## config.mk

```make
export PLATFORM = sky130hd
export DESIGN_NAME = length_prefixed_varint_decoder
export DESIGN_NICKNAME = d
export VERILOG_FILES = /design/src/sv/lpvd_pkg.sv /design/src/sv/length_prefixed_varint_decoder.sv
export SDC_FILE = /design/constraint.sdc
export NUM_CORES = 1
export LEC_CHECK = 0
export ABC_AREA = 0
export BUFFER_PORTS_ARGS = -buffer_cell sky130_fd_sc_hd__buf_2
export CAP_MARGIN = 20
export CORE_ASPECT_RATIO = 0.8
export CORE_MARGIN = 5
export CORE_UTILIZATION = 35
export DETAILED_ROUTE_END_ITERATION = 10
export PLACE_DENSITY = 0.5
export SLEW_MARGIN = 0
export SYNTH_ARGS = -nofsm -noshare
export SYNTH_HDL_FRONTEND = slang
export SYNTH_SLANG_ARGS = --single-unit
```

## constraint.sdc

```tcl
create_clock -name clk_i -period 4.9 [get_ports clk_i]
set_input_delay 0.49 -clock clk_i [delete_from_list [all_inputs] [get_ports clk_i]]
set_output_delay 0.49 -clock clk_i [all_outputs]
set_load 0.01 [all_outputs]
```

## src/sv/lpvd_pkg.sv

```systemverilog
`timescale 1ns / 1ps
// ----------------------------------------------------------------------------
// lpvd_pkg
// Widths and header bit masks for the length-prefixed varint decoder.
// ----------------------------------------------------------------------------
package lpvd_pkg;

  localparam int unsigned ByteW  = 8;
  localparam int unsigned ValueW = 64;
  localparam int unsigned CountW = 7;
  localparam int unsigned MaxBytes = ValueW / ByteW;

  localparam logic [ByteW-1:0] SgnLongBit = 8'h40;
  localparam logic [ByteW-1:0] SgnLowMask = 8'h3F;
  localparam logic [ByteW-1:0] HdrTopBit  = 8'h80;
  localparam logic [ByteW-1:0] UnsLowMask = 8'h7F;

  typedef enum logic {
    FMT_UNSIGNED = 1'b0,
    FMT_SIGNED   = 1'b1
  } fmt_e;

endpackage

```

## src/sv/length_prefixed_varint_decoder.sv

```systemverilog
`timescale 1ns / 1ps
// ----------------------------------------------------------------------------
// length_prefixed_varint_decoder
// Decodes unsigned and signed length-prefixed varints from a byte stream.
// ----------------------------------------------------------------------------
// The block takes one stream byte per cycle and gives one 64-bit value per
// decoded integer. A header byte is flagged unsigned or signed on tuser; body
// bytes ignore tuser. Short forms and zero-count long forms give their result
// from the header byte alone; long forms give it from the last body byte.
// Each byte is folded into the accumulator by combinational logic feeding a
// result register, so a byte can be taken every cycle while that register is
// free or being drained. Counts above eight keep the low 64 bits and set the
// overlong flag on the result.
module length_prefixed_varint_decoder
  import lpvd_pkg::*;
(
  input  logic              clk_i,
  input  logic              rst_ni,
  input  logic              s_axis_tvalid,
  output logic              s_axis_tready,
  input  logic [ByteW-1:0]  s_axis_tdata,   // [7:0] data_byte
  input  logic              s_axis_tuser,   // [0] cmd
  output logic              m_axis_tvalid,
  input  logic              m_axis_tready,
  output logic [ValueW-1:0] m_axis_tdata,   // [63:0] value
  output logic              m_axis_tuser    // [0] overlong
);

  logic              in_body_q, in_body_d;
  logic [CountW-1:0] bytes_left_q, bytes_left_d;
  logic [CountW-1:0] byte_pos_q, byte_pos_d;
  logic [ValueW-1:0] accum_q, accum_d;
  logic              negate_q, negate_d;

  logic              out_valid_q, out_valid_d;
  logic [ValueW-1:0] out_value_q, out_value_d;
  logic              out_over_q, out_over_d;

  logic              accept;
  logic              emit;
  logic [ValueW-1:0] emit_mag;
  logic              emit_neg;
  logic              emit_over;
  logic [ValueW-1:0] shifted;
  logic [ByteW-1:0]  hdr_low;
  logic              hdr_short;
  logic              hdr_neg;

  assign s_axis_tready = !out_valid_q || m_axis_tready;
  assign accept        = s_axis_tvalid && s_axis_tready;

  assign shifted = {{(ValueW-ByteW){1'b0}}, s_axis_tdata}
                   << {byte_pos_q[2:0], 3'b000};

  always_comb begin
    in_body_d    = in_body_q;
    bytes_left_d = bytes_left_q;
    byte_pos_d   = byte_pos_q;
    accum_d      = accum_q;
    negate_d     = negate_q;
    emit         = 1'b0;
    emit_mag     = '0;
    emit_neg     = 1'b0;
    emit_over    = 1'b0;
    hdr_low      = '0;
    hdr_short    = 1'b0;
    hdr_neg      = 1'b0;

    if (in_body_q) begin
      if (byte_pos_q < CountW'(MaxBytes)) begin
        accum_d = accum_q | shifted;
      end
      byte_pos_d   = byte_pos_q + CountW'(1);
      bytes_left_d = bytes_left_q - CountW'(1);
      if (bytes_left_d == '0) begin
        in_body_d = 1'b0;
        emit      = 1'b1;
        emit_mag  = accum_d;
        emit_neg  = negate_q;
        emit_over = byte_pos_d > CountW'(MaxBytes);
      end
    end else begin
      if (fmt_e'(s_axis_tuser) == FMT_SIGNED) begin
        hdr_neg   = (s_axis_tdata & HdrTopBit) != '0;
        hdr_short = (s_axis_tdata & SgnLongBit) == '0;
        hdr_low   = s_axis_tdata & SgnLowMask;
      end else begin
        hdr_short = (s_axis_tdata & HdrTopBit) == '0;
        hdr_low   = s_axis_tdata & UnsLowMask;
      end
      if (hdr_short) begin
        emit     = 1'b1;
        emit_mag = {{(ValueW-ByteW){1'b0}}, hdr_low};
        emit_neg = hdr_neg;
      end else if (hdr_low == '0) begin
        emit = 1'b1;
      end else begin
        in_body_d    = 1'b1;
        bytes_left_d = hdr_low[CountW-1:0];
        byte_pos_d   = '0;
        accum_d      = '0;
        negate_d     = hdr_neg;
      end
    end
  end

  always_comb begin
    out_valid_d = out_valid_q;
    out_value_d = out_value_q;
    out_over_d  = out_over_q;
    if (m_axis_tready) begin
      out_valid_d = 1'b0;
    end
    if (accept && emit) begin
      out_valid_d = 1'b1;
      out_value_d = emit_neg ? (ValueW'(0) - emit_mag) : emit_mag;
      out_over_d  = emit_over;
    end
  end

  always_ff @(posedge clk_i or negedge rst_ni) begin
    if (!rst_ni) begin
      in_body_q    <= 1'b0;
      bytes_left_q <= '0;
      byte_pos_q   <= '0;
      accum_q      <= '0;
      negate_q     <= 1'b0;
      out_valid_q  <= 1'b0;
    end else begin
      if (accept) begin
        in_body_q    <= in_body_d;
        bytes_left_q <= bytes_left_d;
        byte_pos_q   <= byte_pos_d;
        accum_q      <= accum_d;
        negate_q     <= negate_d;
      end
      out_valid_q <= out_valid_d;
    end
  end

  always_ff @(posedge clk_i) begin
    out_value_q <= out_value_d;
    out_over_q  <= out_over_d;
  end

  assign m_axis_tvalid = out_valid_q;
  assign m_axis_tdata  = out_value_q;
  assign m_axis_tuser  = out_over_q;

endmodule
```

==> flow_summary_export.csv <==
group,metric,value,unit
status,status,"complete, no violations",
yosys,yosys.area_share.simple,0.231,
power,power,6.87,mW
die,die_h,157,um
clock_network,cts_tree,"done",
critical_path,crit_fanout,9,
critical_path,r2r_cells,16,
drt,wl_per_cell,26.7,um
clock_network,numCtsBuffers,17,
clock_network,clk_path_buf_depth,2,
die,coreArea,0.0264,mm^2
critical_path,critical_path.max_stage_delay,0.51,ns
global_routing,grt_usage,0.263,
global_routing,grt_pass1_vias,8936,
global_routing,grt_max_degree,79,
yosys,ys_ff_latch,146,
sta,tightest_slew,0.935,ns
critical_path,crit_family,"compound AO/OA/AOI/OAI gates",
global_routing,global_route.usage.met1,0.383,
job,cap_violations,0,
critical_path,critPathBufInv,3,
yosys,synthCells,1086,
yosys,async_flop_share,0.555,
global_routing,grt_pass1_wl,60200,um
sta,timing.fmax,0.240,GHz
global_routing,gr-total-overflow,0,
yosys,synth_xor_area_frac,0.0252,
drt,drtPass1Iterations,5,
critical_path,crit_cells,16,
finish,antenna_cells,0,
power,p_leak,4.31,nW
clock_network,htree_levels,4,
sta,min_period,4.17,ns
min_path,hp-class,"primary input to async pin",
sta,post-route-period-util,0.850,
place,dpl.cell_count,1484,
clock_network,cts_sinks,146,
critical_path,worst_ep_required_time,5.10,ns
critical_path,worst_setup_path_start_kind,"flip-flop",
sta,slew_violations,0,
power,peakVddDrop,317,uV
die,initial_utilization,0.356,
yosys,synth_cell_type_count,93,
yosys,synth.area.mux_share,0.00772,
critical_path,critPathSlowestCell,"nor3b_1",
finish,utilization,0.408,
yosys,synth-adder-area-share,0.00532,
critical_path,endpoint_kind,"flip-flop",
finish,final_cell_mix,"nor2_1, a21oi_1, dfrtp_1",
power,p_per_area,637,mW/mm^2
drt,vias,9542,
yosys,ys.flop_type,"dfrtp_1",
sta,fin_skew,0.0125,ns
critical_path,critical_path_class,"flip-flop to flip-flop",
drt,drcViolationCount,0,
drt,ant_nets,0,
sta,fin_setup_tns,0,ns
clock_network,clkLatencyLatePin,0.45,ns
sta,finalSetupViolCount,0,
global_routing,busiest_layer,"met2",
finish,fin_nets,1163,
yosys,avgSynthCellArea,8.65,um^2
place,hpwlAfterDp,29900,um
sta,slew_headroom,0.376,
finish,fin_cells,1516,
yosys,synth.cell_area,0.00940,mm^2
clock_network,root_buffer,"clkbuf_16",
clock_network,cts-hold-fix-buffers,0,
yosys,synth_edf_count,65,
yosys,yosysWarnings,0,
yosys,synth_top_family_by_area,"compound AO/OA/AOI/OAI gates",
sta,rsz0062_at_grt,"false",
drt,drt_iter0_drc,1237,
yosys,synth.net_count,1103,
clock_network,post_cts_buffers,0,
global_routing,gr-usage-met2,0.393,
finish,layout_commonest_cell,"nor2_1",
place,numPortBuffers,79,
yosys,synth_seq_area_share,0.423,
place,place_congestion,1.02,
place,placed_cell_area,0.0102,mm^2
sta,hold_viol,0,
yosys,synth-compound-area-share,0.263,
die,io_pins,80,
die,die-area,0.0303,mm^2
finish,drive_above_1_share,0.170,
critical_path,cp_data_arrival_time,4.36,ns
global_routing,antenna_found_initial,0,
finish,area_growth,14.7,%
global_routing,use_met3,0.0575,
die,fp-row-count,53,
clock_network,clk_pin_slew_worst_paths,0.07,ns
clock_network,cts_resized,0,
finish,stdcell_area,0.0108,mm^2
critical_path,path_cells,"inv_1 -> ha_1 -> nor3b_1 -> xnor2_1 -> nand4_1 -> buf_4 -> nor2_2 -> a22o_1 -> inv_1 -> ha_1 -> o21ai_0 -> a31oi_1 -> o22ai_2 -> a21oi_2 -> nor4b_1 -> a211o_1",
drt,routed_wl,40500,um
die,dieWidth,193,um
drt,viasPerCell,6.29,
==> sequential cells by signal, indices dropped and copies added, names as in the netlist <==
signal and flops:
accum_q 64, m_axis_tdata 64, byte_pos_q 7, bytes_left_q 7, in_body_q 1, m_axis_tuser 1
m_axis_tvalid 1, negate_q 1
==> synthesized netlist by cell type, types with 15 or more instances <==
library cell	number	area [um^2]
and3_1	15	93.8
edfxtp_1	65	1950
nor4_1	16	100
o21ai_0	52	260
nor3_1	27	135
clkbuf_1	35	131
nand3_1	37	185
a21oi_1	136	681
buf_2	28	140
a31oi_1	38	238
dfrtp_1	81	2030
nand2_1	68	255
nor2_1	171	642
==> stage by stage <==
| stage | setup slack (ns) | hold slack (ns) |
|---|---|---|
| final | 0.734 | 0.0735 |
| after global routing | 0.453 | 0.136 |
| after CTS | 0.805 | 0.109 |
| after detailed placement | 0.843 | 0.496 |
| after global placement | 0.966 | 0.506 |
| after floorplan | 0.965 | 0.194 |
==> cell families (layout without fill, tap and decap cells) <==
family                   Yosys count  in the layout
XOR/XNOR                          27             27
buffers and inverters             89            162
adder cells (fa/ha/maj)            4              4
flip-flops                       146            146
multiplexers                       7              7
AO/OA/AOI/OAI                    377            377
AND/OR/NAND/NOR                  436            436
==> routing by layer <==
metal	vias up	share of wire
li1	4223	-
met3	85	0.091
met2	565	0.43
met4	0	0.028
met5	-	0
met1	4669	0.45
==> area by class of cell <==
cell class                 count  area, um^2
inverter                      12        45.0
clock inverter                11        77.6
multi-input combinational    851        5030
tap                          357         447
clock buffer                  21         483
sequential                   146        3980
fill                        2758       15600
timing repair buffer         118         716
==> path summary, 6_finish.rpt <==
check	from	endpoint	slack [ns]
max	bytes_left_q[0]	m_axis_tdata[42]	0.73
min	rst_ni	bytes_left_q[3]	0.07
max reg2reg	bytes_left_q[0]	m_axis_tdata[42]	0.73
min reg2reg	accum_q[63]	accum_q[63]	0.51
max in group asynchronous	rst_ni	accum_q[21]	3.88
min in group clk_i	m_axis_tready	m_axis_tvalid	0.36
==> where the power goes <==
part	switching (mW)	internal, mW
clock network	0.560	0.707
registers	0.428	1.60
logic	2.44	1.13
total	3.43	3.44
(Power assumes the default switching activity.)
